[config.mk]
export PLATFORM = sky130hd
export DESIGN_NAME = arm_data_processing_alu_shifter_unit
export DESIGN_NICKNAME = d
export VERILOG_FILES = /design/src/rtl/armdp_pkg.sv /design/src/rtl/arm_data_processing_alu_shifter_unit.sv
export SDC_FILE = /design/constraint.sdc
export NUM_CORES = 1
export LEC_CHECK = 0
export BUFFER_PORTS_ARGS = -buffer_cell sky130_fd_sc_hd__buf_2
export CORE_MARGIN = 2
export CORE_UTILIZATION = 57
export DETAILED_ROUTE_END_ITERATION = 16
export HOLD_SLACK_MARGIN = 0.12
export PLACE_DENSITY = 0.85
export REMOVE_ABC_BUFFERS = 1
export SETUP_SLACK_MARGIN = 0.3
export SYNTH_ARGS = -nofsm -noshare
export SYNTH_HDL_FRONTEND = slang
export SYNTH_SLANG_ARGS = --single-unit
[constraint.sdc]
create_clock -name clk_i -period 6.1 [get_ports clk_i]
set_clock_uncertainty 0.1 [all_clocks]
set_input_delay 0.61 -clock clk_i [delete_from_list [all_inputs] [get_ports clk_i]]
set_output_delay 0.61 -clock clk_i [all_outputs]
set_load 0.02 [all_outputs]
[src/rtl/armdp_pkg.sv]
package armdp_pkg;

  localparam int unsigned WordW     = 32;
  localparam int unsigned InDataW   = 96;
  localparam int unsigned OutDataW  = 40;

  typedef enum logic [3:0] {
    OpAnd = 4'h0,
    OpEor = 4'h1,
    OpSub = 4'h2,
    OpRsb = 4'h3,
    OpAdd = 4'h4,
    OpAdc = 4'h5,
    OpSbc = 4'h6,
    OpRsc = 4'h7,
    OpTst = 4'h8,
    OpTeq = 4'h9,
    OpCmp = 4'ha,
    OpCmn = 4'hb,
    OpOrr = 4'hc,
    OpMov = 4'hd,
    OpBic = 4'he,
    OpMvn = 4'hf
  } alu_op_e;

  typedef enum logic [1:0] {
    ShLsl = 2'd0,
    ShLsr = 2'd1,
    ShAsr = 2'd2,
    ShRor = 2'd3
  } shift_type_e;

  // Shift amount that the immediate LSR and ASR forms encode as zero.
  localparam logic [7:0] FullShift = 8'd32;

  // The first member lands in the top bits, so result_value ends up in bits 31:0.
  typedef struct packed {
    logic             flags_written;
    logic             writes_dest;
    logic             flag_v;
    logic             flag_c;
    logic             flag_z;
    logic             flag_n;
    logic [WordW-1:0] result_value;
  } alu_res_t;

endpackage

[src/rtl/arm_data_processing_alu_shifter_unit.sv]
// Execute stage for ARM-style data-processing instructions: the operand-two barrel
// shifter (rotated 8-bit immediate, or LSL/LSR/ASR/ROR/RRX by an immediate or by the
// low byte of a register) followed by the sixteen-opcode ALU with N Z C V flags.
// Each transaction on the input stream gives exactly one transaction on the output
// stream: it is held in the input register, then the shifter and the 32-bit adder
// evaluate in a single pass into the result register. A new instruction is taken in
// every cycle while the output side keeps up; the whole pipeline stalls only when both
// registers hold data and the output is not taken. Flags are computed even when the S
// bit is clear; flags_written tells the consumer whether to store them.
module arm_data_processing_alu_shifter_unit (
  input  logic                          clk_i,
  input  logic                          rst_ni,
  input  logic                          s_axis_tvalid,
  output logic                          s_axis_tready,
  // alu_op[3:0], set_flags[4], immediate_form[5], operand_bits[17:6],
  // first_value[49:18], shifted_value[81:50], shift_reg_byte[89:82],
  // carry_in[90], overflow_in[91], zero fill[95:92]
  input  logic [armdp_pkg::InDataW-1:0] s_axis_tdata,
  output logic                          m_axis_tvalid,
  input  logic                          m_axis_tready,
  // result_value[31:0], flag_n[32], flag_z[33], flag_c[34], flag_v[35],
  // writes_dest[36], flags_written[37], zero fill[39:38]
  output logic [armdp_pkg::OutDataW-1:0] m_axis_tdata
);
  import armdp_pkg::*;

  logic [InDataW-1:0] in_q;
  logic               in_vld_q;
  alu_res_t           res_d, res_q;
  logic               out_vld_q;
  logic               out_adv;
  logic               in_adv;

  // Unpacked input fields.
  alu_op_e            op;
  logic               set_flags;
  logic               imm_form;
  logic [11:0]        op_bits;
  logic [WordW-1:0]   a_val;
  logic [WordW-1:0]   rm_val;
  logic [7:0]         rs_byte;
  logic               cin;
  logic               vin;

  assign op        = alu_op_e'(in_q[3:0]);
  assign set_flags = in_q[4];
  assign imm_form  = in_q[5];
  assign op_bits   = in_q[17:6];
  assign a_val     = in_q[49:18];
  assign rm_val    = in_q[81:50];
  assign rs_byte   = in_q[89:82];
  assign cin       = in_q[90];
  assign vin       = in_q[91];

  assign out_adv       = !out_vld_q || m_axis_tready;
  assign in_adv        = !in_vld_q || out_adv;
  assign s_axis_tready = in_adv;
  assign m_axis_tvalid = out_vld_q;
  assign m_axis_tdata  = {2'b00, res_q};

  // Operand two.
  logic [WordW-1:0]   op2;
  logic               sh_c;
  logic [4:0]         rot_amt;
  logic [2*WordW-1:0] rot_wide;
  logic [2*WordW-1:0] ror_wide;
  logic               by_reg;
  shift_type_e        sh_type;
  logic [7:0]         sh_amt;
  logic [WordW:0]     lsl_wide;
  logic [WordW:0]     lsr_wide;
  logic [WordW:0]     asr_wide;
  logic               sign;

  assign rot_amt  = {op_bits[11:8], 1'b0};
  assign rot_wide = {24'd0, op_bits[7:0], 24'd0, op_bits[7:0]} >> rot_amt;
  assign by_reg   = op_bits[4];
  assign sh_type  = shift_type_e'(op_bits[6:5]);
  assign sh_amt   = by_reg ? rs_byte : {3'd0, op_bits[11:7]};
  assign sign     = rm_val[WordW-1];
  assign lsl_wide = {1'b0, rm_val} << sh_amt[4:0];
  assign lsr_wide = {rm_val, 1'b0} >> sh_amt[4:0];
  assign asr_wide = $signed({rm_val, 1'b0}) >>> sh_amt[4:0];
  assign ror_wide = {rm_val, rm_val} >> sh_amt[4:0];

  always_comb begin
    logic [7:0] amt_e;
    amt_e = sh_amt;
    op2   = rm_val;
    sh_c  = cin;
    if (imm_form) begin
      op2  = rot_wide[WordW-1:0];
      sh_c = (rot_amt != 5'd0) ? op2[WordW-1] : cin;
    end else if (sh_amt == 8'd0 && (by_reg || sh_type == ShLsl)) begin
      op2  = rm_val;
      sh_c = cin;
    end else if (sh_amt == 8'd0 && sh_type == ShRor) begin
      op2  = {cin, rm_val[WordW-1:1]};
      sh_c = rm_val[0];
    end else begin
      // The immediate LSR and ASR forms encode a shift by 32 as zero.
      if (sh_amt == 8'd0) begin
        amt_e = FullShift;
      end
      case (sh_type)
        ShLsl: begin
          if (amt_e < FullShift) begin
            op2  = lsl_wide[WordW-1:0];
            sh_c = lsl_wide[WordW];
          end else begin
            op2  = '0;
            sh_c = (amt_e == FullShift) ? rm_val[0] : 1'b0;
          end
        end
        ShLsr: begin
          if (amt_e < FullShift) begin
            op2  = lsr_wide[WordW:1];
            sh_c = lsr_wide[0];
          end else begin
            op2  = '0;
            sh_c = (amt_e == FullShift) ? sign : 1'b0;
          end
        end
        ShAsr: begin
          if (amt_e < FullShift) begin
            op2  = asr_wide[WordW:1];
            sh_c = asr_wide[0];
          end else begin
            op2  = {WordW{sign}};
            sh_c = sign;
          end
        end
        default: begin
          if (amt_e[4:0] == 5'd0) begin
            op2  = rm_val;
            sh_c = sign;
          end else begin
            op2  = ror_wide[WordW-1:0];
            sh_c = op2[WordW-1];
          end
        end
      endcase
    end
  end

  // ALU.
  logic [WordW-1:0] add_x, add_y, logic_res, res_val;
  logic             add_cy, arith;
  logic [WordW:0]   sum;

  always_comb begin
    add_x     = a_val;
    add_y     = op2;
    add_cy    = 1'b0;
    arith     = 1'b0;
    logic_res = op2;
    case (op)
      OpAnd, OpTst: logic_res = a_val & op2;
      OpEor, OpTeq: logic_res = a_val ^ op2;
      OpSub, OpCmp: begin
        add_y = ~op2; add_cy = 1'b1; arith = 1'b1;
      end
      OpRsb: begin
        add_x = op2; add_y = ~a_val; add_cy = 1'b1; arith = 1'b1;
      end
      OpAdd, OpCmn: arith = 1'b1;
      OpAdc: begin
        add_cy = cin; arith = 1'b1;
      end
      OpSbc: begin
        add_y = ~op2; add_cy = cin; arith = 1'b1;
      end
      OpRsc: begin
        add_x = op2; add_y = ~a_val; add_cy = cin; arith = 1'b1;
      end
      OpOrr: logic_res = a_val | op2;
      OpMov: logic_res = op2;
      OpBic: logic_res = a_val & ~op2;
      default: logic_res = ~op2;
    endcase
  end

  assign sum     = {1'b0, add_x} + {1'b0, add_y} + {{WordW{1'b0}}, add_cy};
  assign res_val = arith ? sum[WordW-1:0] : logic_res;

  always_comb begin
    res_d.result_value  = res_val;
    res_d.flag_n        = res_val[WordW-1];
    res_d.flag_z        = (res_val == '0);
    res_d.flag_c        = arith ? sum[WordW] : sh_c;
    res_d.flag_v        = arith ? ((add_x[WordW-1] ^ res_val[WordW-1]) &
                                   (add_y[WordW-1] ^ res_val[WordW-1])) : vin;
    res_d.writes_dest   = (op[3:2] != 2'b10);
    res_d.flags_written = set_flags;
  end

  always_ff @(posedge clk_i or negedge rst_ni) begin
    if (!rst_ni) begin
      in_vld_q  <= 1'b0;
      out_vld_q <= 1'b0;
    end else begin
      if (in_adv) begin
        in_vld_q <= s_axis_tvalid;
      end
      if (out_adv) begin
        out_vld_q <= in_vld_q;
      end
    end
  end

  always_ff @(posedge clk_i) begin
    if (in_adv && s_axis_tvalid) begin
      in_q <= s_axis_tdata;
    end
    if (out_adv && in_vld_q) begin
      res_q <= res_d;
    end
  end

  a_stage_moves: assert property (@(posedge clk_i) disable iff (!rst_ni)
    in_vld_q && out_adv |=> m_axis_tvalid)
    else $error("instruction in the input register was lost");

  a_empty_ready: assert property (@(posedge clk_i) disable iff (!rst_ni)
    !in_vld_q |-> s_axis_tready)
    else $error("input stalled with an empty input register");

  a_flag_n: assert property (@(posedge clk_i) disable iff (!rst_ni)
    m_axis_tvalid |-> m_axis_tdata[32] == m_axis_tdata[31])
    else $error("N flag does not match result sign");

  a_flag_z: assert property (@(posedge clk_i) disable iff (!rst_ni)
    m_axis_tvalid |-> m_axis_tdata[33] == (m_axis_tdata[31:0] == 32'd0))
    else $error("Z flag does not match result");

endmodule
==> summary.txt, run 1 <==
Floorplan
  • Num rows: 62
  • I/O pin total: between 100 and 150
  • Die width: 175 um
  • Starting Density: 58.0%
  • Die H: 175 um

Logic synthesis
  • Mapped Cells: 2,008
  • Post-synthesis async set-or-reset flop share: under 10%
  • Post-synth EDFFs: 129
  • Cell taking the most area after synthesis: edfxtp_1
  • Synth area leaders: edfxtp_1, mux4_2, mux2i_1
  • Register area share after synthesis: 23.6%
  • Syn. warnings: 0
  • Post-synthesis register bit count: 131
  • Post-synth top cells: o21ai_0, nand2_1, a21oi_1, mux2i_1, clkbuf_1
  • Cell Area, Synth: roughly 0.017 mm^2
  • Number of distinct library cells after synthesis: 90
  • Synth top area share: 23.3%
  • Mean Syn Cell Area: 8.28 um^2
  • Top-count cell post-synth: o21ai_0
  • Primary FF master, synth: edfxtp_1

Clock tree
  • Clk root buf: clkbuf_16
  • TritonCTS Sinks: 131
  • Clock tree buffer depth: 2
  • Number of buffers created by CTS: 17
  • Htree depth: 4

Run status
  • Outcome: did not finish
  • Stopped at: 5_1_grt
  • Log Error: [ERROR GRT-0116] Global routing finished with congestion. Check the congestion regions in the DRC Viewer.

Placed design
  • Placed instance count: 2,831
  • Final GP Congestion: 1.48
  • Post-DP HPWL: approximately 58 mm
  • # port buffers: 135

Global routing
  • Largest net degree at the start of global routing: between 90 and 100
  • Total track usage: 79.2%
  • First-pass GRT wire length: roughly 180 mm
  • Vias in the first global route: 26,743
  • Overflow after GRT: between 100 and 150
metrics by stage:
step	hold WS, ps	instance area, um^2	setup TNS [ps]	util, %	worst slack, ps
3_3_place_gp	295	20900	-1670	72.8	-474
4_1_cts	219	22600	-731	78.7	-374
2_1_floorplan	214	15800	-76010	-	-3220
3_5_place_dp	302	20900	-3800	72.8	-722
layer usage:
layer,overflow,global-route usage [%]
met5,4,57.7
met4,50,72.5
met3,6,72.0
met2,53,89.8
met1,18,79.3
what timing repair did:
item	CTS
hold buffers	1
endpoints found under the setup margin	22
gates resized for setup	167
pin swaps	70
gates cloned	6
setup buffers	51
endpoints found under the hold margin	2
kinds of logic after synthesis:
logic type,count (synthesis),synth area share [%]
xor+xnor,24,1.26
compound gates,761,29.2
fa+ha+maj,65,4.98
flops,131,23.6
buf+inv,251,6.18
mux,239,19.9
other cells,1,0.0225
simple gates,536,14.8
==> inputs of run 2 (changes only) <==
CORE_UTILIZATION = 40   (was 57)
HOLD_SLACK_MARGIN = unset   (was 0.12)
PLACE_DENSITY = unset   (was 0.85)
PLACE_DENSITY_LB_ADDON = 0.15   (was unset)
SETUP_SLACK_MARGIN = unset   (was 0.3)
clock period = 7.95 ns   (was 6.1 ns; I/O delays follow)
==> run 2 against run 1 <==
Against the previous run: the run now ends clean; synthesized area stayed put; synthesized cell count stayed put.
==> summary.txt, run 2 <==
Min path
  • Worst min-delay path startpoint: in_q[4]
  • Worst hold path depth: 0
  • Hold Path End: m_axis_tdata[37]
  • HP Class: flop to flop

Logic synthesis
  • Mean Syn Cell Area: 8.28 um^2 (unchanged)
  • Cell Area, Synth: 0.0166 mm^2 (unchanged)
  • Number of distinct library cells after synthesis: 90 (unchanged)
  • Syn. warnings: 0 (unchanged)
  • Post-synthesis register bit count: 131 (unchanged)
  • Post-synth top cells: o21ai_0, nand2_1, a21oi_1, mux2i_1, clkbuf_1
  • Mapped Cells: 2,008 (unchanged)
  • Top-count cell post-synth: o21ai_0
  • XOR/XNOR Fraction of Synth Area: 1.26% (unchanged)
  • Synth top area share: 23.3% (unchanged)
  • Primary FF master, synth: edfxtp_1
  • Synth area leaders: edfxtp_1, mux4_2, mux2i_1
  • Main combinational cell family by area after synthesis: compound AO/OA/AOI/OAI gates
  • Compound-Gate Fraction of Synth Area: 29.2% (unchanged)
  • Cell taking the most area after synthesis: edfxtp_1
  • Register area share after synthesis: 23.6% (unchanged)
  • Synth Area in Adders: 4.98% (unchanged)
  • Post-synth EDFFs: 129 (unchanged)
  • Proportion of synthesized area in mux cells: 19.9% (unchanged)
  • Post-synthesis async set-or-reset flop share: 1.53% (unchanged)
  • Simple-Gate Fraction of Synth Area: 14.8% (unchanged)

Finish
  • Cell area after layout: 0.0198 mm^2
  • Max reg flops: 92
  • Largest register by flop count: in_q
  • Most frequent cells in the layout: o21ai_0, buf_4, nand2_1
  • Layout Nets: 2,367
  • Most common cell after layout, fill and taps aside: o21ai_0
  • Fillers: between 4,000 and 5,000
  • Area delta synth->final: 18.8%
  • Share of cells above drive strength 1: 24.0%

Floorplan
  • CORE AREA: roughly 0.04 mm^2
  • Die area: roughly 0.043 mm^2
  • I/O pin total: 142 (unchanged)
  • Die width: 208 um (+19%)
  • Starting Density: 40.6% (-17 points)
  • Num rows: 74 (+19%)
  • Die H: 208 um (+19%)

Setup path
  • R2R Setup Slk: between 300 and 400 ps
  • CP Capture Type: flop
  • Reg-to-reg endpoint: m_axis_tdata[33]
  • Critical Path Start Type: flop
  • CP max-delay cell: mux4_2
  • Critical path arrival: 7820 ps
  • Critical path data required time: 8150 ps
  • Crit path largest cell delay: about 610 ps
  • R2R depth: 29
  • Most frequent CP cell: buf_4
  • Crit path kind: flop to flop
  • Reg2Reg Launch Point: in_q[10]
  • Highest net fanout along the worst path: 32

Clock tree
  • Number of buffers created by CTS: 17 (unchanged)
  • Htree depth: 4 (unchanged)
  • Clock tree buffer depth: 2 (unchanged)
  • TritonCTS Sinks: 131 (unchanged)
  • Clk root buf: clkbuf_16
  • Worst-Skew Late Latency: 480 ps
  • CTS tree: built
  • Clock slew at reported path FFs: 60 ps

Route
  • Drc violations: 0
  • Via-per-instance ratio: 7.11
  • 1st-iter DRT viols: between 3,000 and 4,000
  • Detailed-route via count: 19,548
  • Final wirelength: 89.9 mm
  • Routed len/inst: 32.7 um
  • Drt pass-1 iters: 9
  • Routed Antenna Nets: 0

Power
  • Pwr Density: 183 mW/mm^2
  • VDD IR max: 0.000186 V
  • Final Power: 3.61 mW
  • Static Leak: 7.88 nW

Global routing
  • Total track usage: 41.0%
  • First-pass GRT wire length: between 100 and 150 mm
  • Largest net degree at the start of global routing: 74
  • Vias in the first global route: 18,234
  • Overflow after GRT: 0
  • Antenna violations before repair: 2

Placed design
  • Final GP Congestion: 1.04 (-30%)
  • # port buffers: 135 (unchanged)
  • Post-DP HPWL: 67.0 mm (+16%)
  • Placed Area: 0.0191 mm^2 (-8.7%)

STA
  • Final setup violation count: 0
  • Relative slew slack: between 10% and 20%
  • Fin crit share: 95.9%
  • Slew @ Worst Pin: 1310 ps
  • Fin. Hold Viols: 0
  • Final slew viol count: 0
  • RSZ-0062 raised after global routing: false
  • Fin crit period: approximately 7600 ps
  • Fmax: 131 MHz

Run status
  • Outcome: completed

Run
  • Max-cap violations: 0
==> run 2: cell families after synthesis <==
logic type	after synthesis
compound gates	761
xor+xnor	24
buf+inv	251
other cells	1
flops	131
simple gates	536
fa+ha+maj	65
mux	239
==> run 2: through the flow <==
stage / cells / hold slack (ps) / TNS, ps / util [%] / worst slack [ps]
final: 2748 / 329 / 0 / 48.3 / 326
after detailed placement: 2713 / 320 / 0 / 46.6 / 468
after global placement: 2713 / 317 / 0 / 46.6 / 542
after global routing: 2747 / 365 / 0 / 48.3 / 4.14
after CTS: 2746 / 336 / 0 / 48.1 / 423
after floorplan: 1820 / 300 / -14650 / - / -1370
==> run 2: worst max-delay path, delay by kind of cell, from the launching register on <==
kind	cells	cell delay (ps)
AO/OA/AOI/OAI	12	2660
AND/OR/NAND/NOR	5	920
buffers and inverters	6	1240
XOR/XNOR	1	180
adder cells (fa/ha/maj)	1	340
multiplexers	4	1490
flip-flops	1	470
==> run 2: repair_timing <==
item                       in CTS  in global routing
hold endpoints to repair        2                  0
setup endpoints to repair       0                  1
hold buffers                    1                  0
setup buffers                   0                  1
resized for setup               0                 11
==> run 2: metal layers <==
metal	global-route usage, %	wire [um]	up-vias
met5	0	25	-
met4	18.8	4630	4
met3	10.5	11800	276
met2	57.6	36600	1569
met1	58.6	36900	9508
li1	-	-	8191
==> run 2: power by group <==
part	internal, mW	leakage [nW]	switching [mW]
logic	0.706	6.33	1.13
clock network	0.497	0.293	0.342
registers	0.848	1.26	0.0877
==> run 2: layout make-up <==
cell class / count / area, um^2 / area share [%]
timing repair buffer: 363 / 2520 / 12.7
inverter: 62 / 233 / 1.18
sequential: 131 / 3920 / 19.8
multi-input combinational: 1627 / 11800 / 59.8
clock inverter: 13 / 173 / 0.873
tap: 532 / 666 / 3.37
clock buffer: 19 / 433 / 2.19
antenna: 1 / 2.50 / 0.0127
==> run 2: worst max path at each step <==
stage                         from               end  slack, ps  cells after the start
after CTS                 in_q[10]  m_axis_tdata[33]        420                     30
final                     in_q[10]  m_axis_tdata[33]        330                     29
after floorplan           in_q[10]  m_axis_tdata[33]      -1370                     24
after global placement    in_q[10]  m_axis_tdata[33]        540                     29
after detailed placement  in_q[10]  m_axis_tdata[33]        470                     29
after global routing      in_q[10]  m_axis_tdata[33]          4                     30
(Power assumes the default switching activity.)
==> inputs of run 3 (changes only) <==
CELL_PAD_IN_SITES_DETAIL_PLACEMENT = 1   (was unset)
CELL_PAD_IN_SITES_GLOBAL_PLACEMENT = 2   (was unset)
CORE_UTILIZATION = 38   (was 40)
==> run 3 against run 2 <==
Against the previous run: sequential share of layout area unchanged; flip-flop and latch count unchanged; register-to-register slack got worse by 60 ps; non-clock buffer count decreased by 4; die area increased by 5.2%; combinational power about the same; critical path depth decreased by 2; first-iteration DRC count decreased by 16%; clock-buffer cell count decreased by 2; hold slack improved by 3.0 ps; sequential power about the same; core utilization decreased by 2.5 points; largest cell class unchanged; highest routed layer unchanged.
==> summary.txt, run 3 (same netlist as run 2, synthesis figures left out) <==
STA
  • Final hold slack: 332 ps (+3.04 ps)
  • Relative slew slack: 28.8% (+17 points)
  • Fin crit period: 7690 ps (+64.7 ps)
  • Fin. Hold Viols: 0 (unchanged)
  • Final slew viol count: 0 (unchanged)
  • Fmax: 130 MHz (-0.84%)
  • Slew @ Worst Pin: 1070 ps (-243 ps)
  • Final setup violation count: 0 (unchanged)
  • Fin crit share: 96.7% (+0.81 points)

Global routing
  • Total track usage: 41.3% (+0.39 points)
  • Antenna violations before repair: 3 (+1)
  • First-pass GRT wire length: 134 mm (+3.2%)
  • Largest net degree at the start of global routing: 77 (+4.1%)
  • Vias in the first global route: 18,750 (+2.8%)
  • Overflow after GRT: 0 (unchanged)

Finish
  • Most frequent cells in the layout: o21ai_0, buf_4, nand2_1
  • FF+latch area: 0.00392 mm^2 (unchanged)
  • Largest register by flop count: in_q
  • Most common cell after layout, fill and taps aside: o21ai_0
  • Layout Nets: 2,363 (-0.17%)
  • Area of the multi-input gates: 0.0118 mm^2 (about the same)
  • Share of cells above drive strength 1: 23.7% (-0.32 points)
  • Max reg flops: 92 (unchanged)
  • Area delta synth->final: 18.8% (unchanged)
  • Fillers: 5,146 (+27%)

Route
  • Met1 Wirelength: 39.0 mm (+5.7%)
  • 1st-iter DRT viols: 2,685 (-16%)
  • Final wirelength: 93.9 mm (+4.4%)
  • Via-per-instance ratio: 6.92 (-2.7%)
  • Highest metal used: met5
  • Detailed-route via count: 19,377 (-0.87%)
  • Drt pass-1 iters: 5 (-4)
  • Routed Antenna Nets: 0 (unchanged)
  • Drc violations: 0 (unchanged)
  • Routed len/inst: 33.5 um (+2.5%)
  • Metal2 WL: 39.6 mm (+8.3%)
  • Metal3 WL: 11.5 mm (-2.4%)

Run status
  • Outcome: completed

Clock tree
  • Number of buffers created by CTS: 17 (unchanged)
  • TritonCTS Sinks: 131 (unchanged)
  • CTS tree: built
  • Htree depth: 4 (unchanged)
  • Clock slew at reported path FFs: 60 ps (about the same)
  • Worst-Skew Late Latency: 500 ps (+20 ps)
  • Clock tree buffer depth: 2 (unchanged)
  • Clk root buf: clkbuf_16

Floorplan
  • Die width: 213 um (+2.5%)
  • Die area: 0.0455 mm^2 (+5.2%)
  • Starting Density: 38.5% (-2.1 points)
  • I/O pin total: 142 (unchanged)
  • CORE AREA: 0.0432 mm^2 (+5.5%)
  • Die H: 213 um (+2.5%)
  • Num rows: 76 (+2.7%)

Placed design
  • # port buffers: 135 (unchanged)
  • Final GP Congestion: 1.07 (+3.2%)
  • Post-DP HPWL: 70.7 mm (+5.5%)

Setup path
  • Crit path largest cell delay: 560 ps (-50 ps)
  • Critical Path Start Type: flop
  • CP max-delay cell: mux4_2
  • Critical path arrival: 7900 ps (+80 ps)
  • Crit path kind: flop to flop
  • Critical path data required time: 8170 ps (+20 ps)
  • Highest net fanout along the worst path: 28 (-13%)
  • CP Capture Type: flop

Power
  • Pwr Density: 187 mW/mm^2 (+2.5%)
  • VDD IR max: 0.000171 V (-8.1%)
  • Final Power: 3.70 mW (+2.5%)
  • Static Leak: 7.87 nW (-0.17%)

Run
  • Max-cap violations: 0 (unchanged)

Min path
  • HP Class: flop to flop
## run 3: metal layers
metal  global-route usage, %  vias to the layer above
met5                       0                        -
met4                    16.5                        4
met3                    14.2                      182
met2                    60.1                     1297
met1                    55.9                     9719
li1                        -                     8175
## run 3: area by class of cell
type	count	share of cell area (%)
antenna	3	0.0380
clock inverter	15	1.10
clock buffer	17	2.15
inverter	62	1.18
sequential	131	19.8
tap	585	3.70
multi-input combinational	1627	59.7
timing repair buffer	359	12.3
## run 3: per-stage QoR
step	instances	utilization, %	area (um^2)	TNS, ps	worst slack [ps]
after global routing	2796	45.8	19800	-1.09	-1.09
after CTS	2791	45.6	19700	0	220
final	2799	45.8	19800	0	261
after floorplan	1820	-	15800	-14650	-1370
after global placement	2758	44.1	19000	0	411
after detailed placement	2758	44.1	19000	0	238
## run 3: critical path: cells and delay by family, from the launching register on
kind | cells | cell delay, ps
adders and majority gates | 1 | 290
buffers and inverters | 4 | 730
muxes | 5 | 1960
and+or+nand+nor | 6 | 1920
DFF | 1 | 420
AOI/OAI and AO/OA | 10 | 1870
xor gates and xnor gates | 1 | 170
## run 3: path summary, 6_finish.rpt
path                       cells past startpoint  slack, ps     start                to
max                                           27        260  in_q[10]  m_axis_tdata[33]
min                                            0        330   in_q[4]  m_axis_tdata[37]
max reg2reg                                   27        260  in_q[10]  m_axis_tdata[33]
min reg2reg                                    0        330   in_q[4]  m_axis_tdata[37]
max in group asynchronous                      2       7140    rst_ni          in_vld_q
min in group asynchronous                      2        520    rst_ni     m_axis_tvalid
## run 3: power breakdown
part | total, mW | internal (mW) | switching (mW)
registers | 0.934 | 0.848 | 0.0865
clock network | 0.903 | 0.533 | 0.370
logic | 1.87 | 0.700 | 1.17
## run 3: timing repair
action | 4_1_cts | 5_1_grt
gates resized for setup | 0 | 9
setup buffers | 0 | 5
endpoints found under the hold margin | 2 | 0
hold buffers | 1 | 0
setup endpoints to repair | 0 | 2
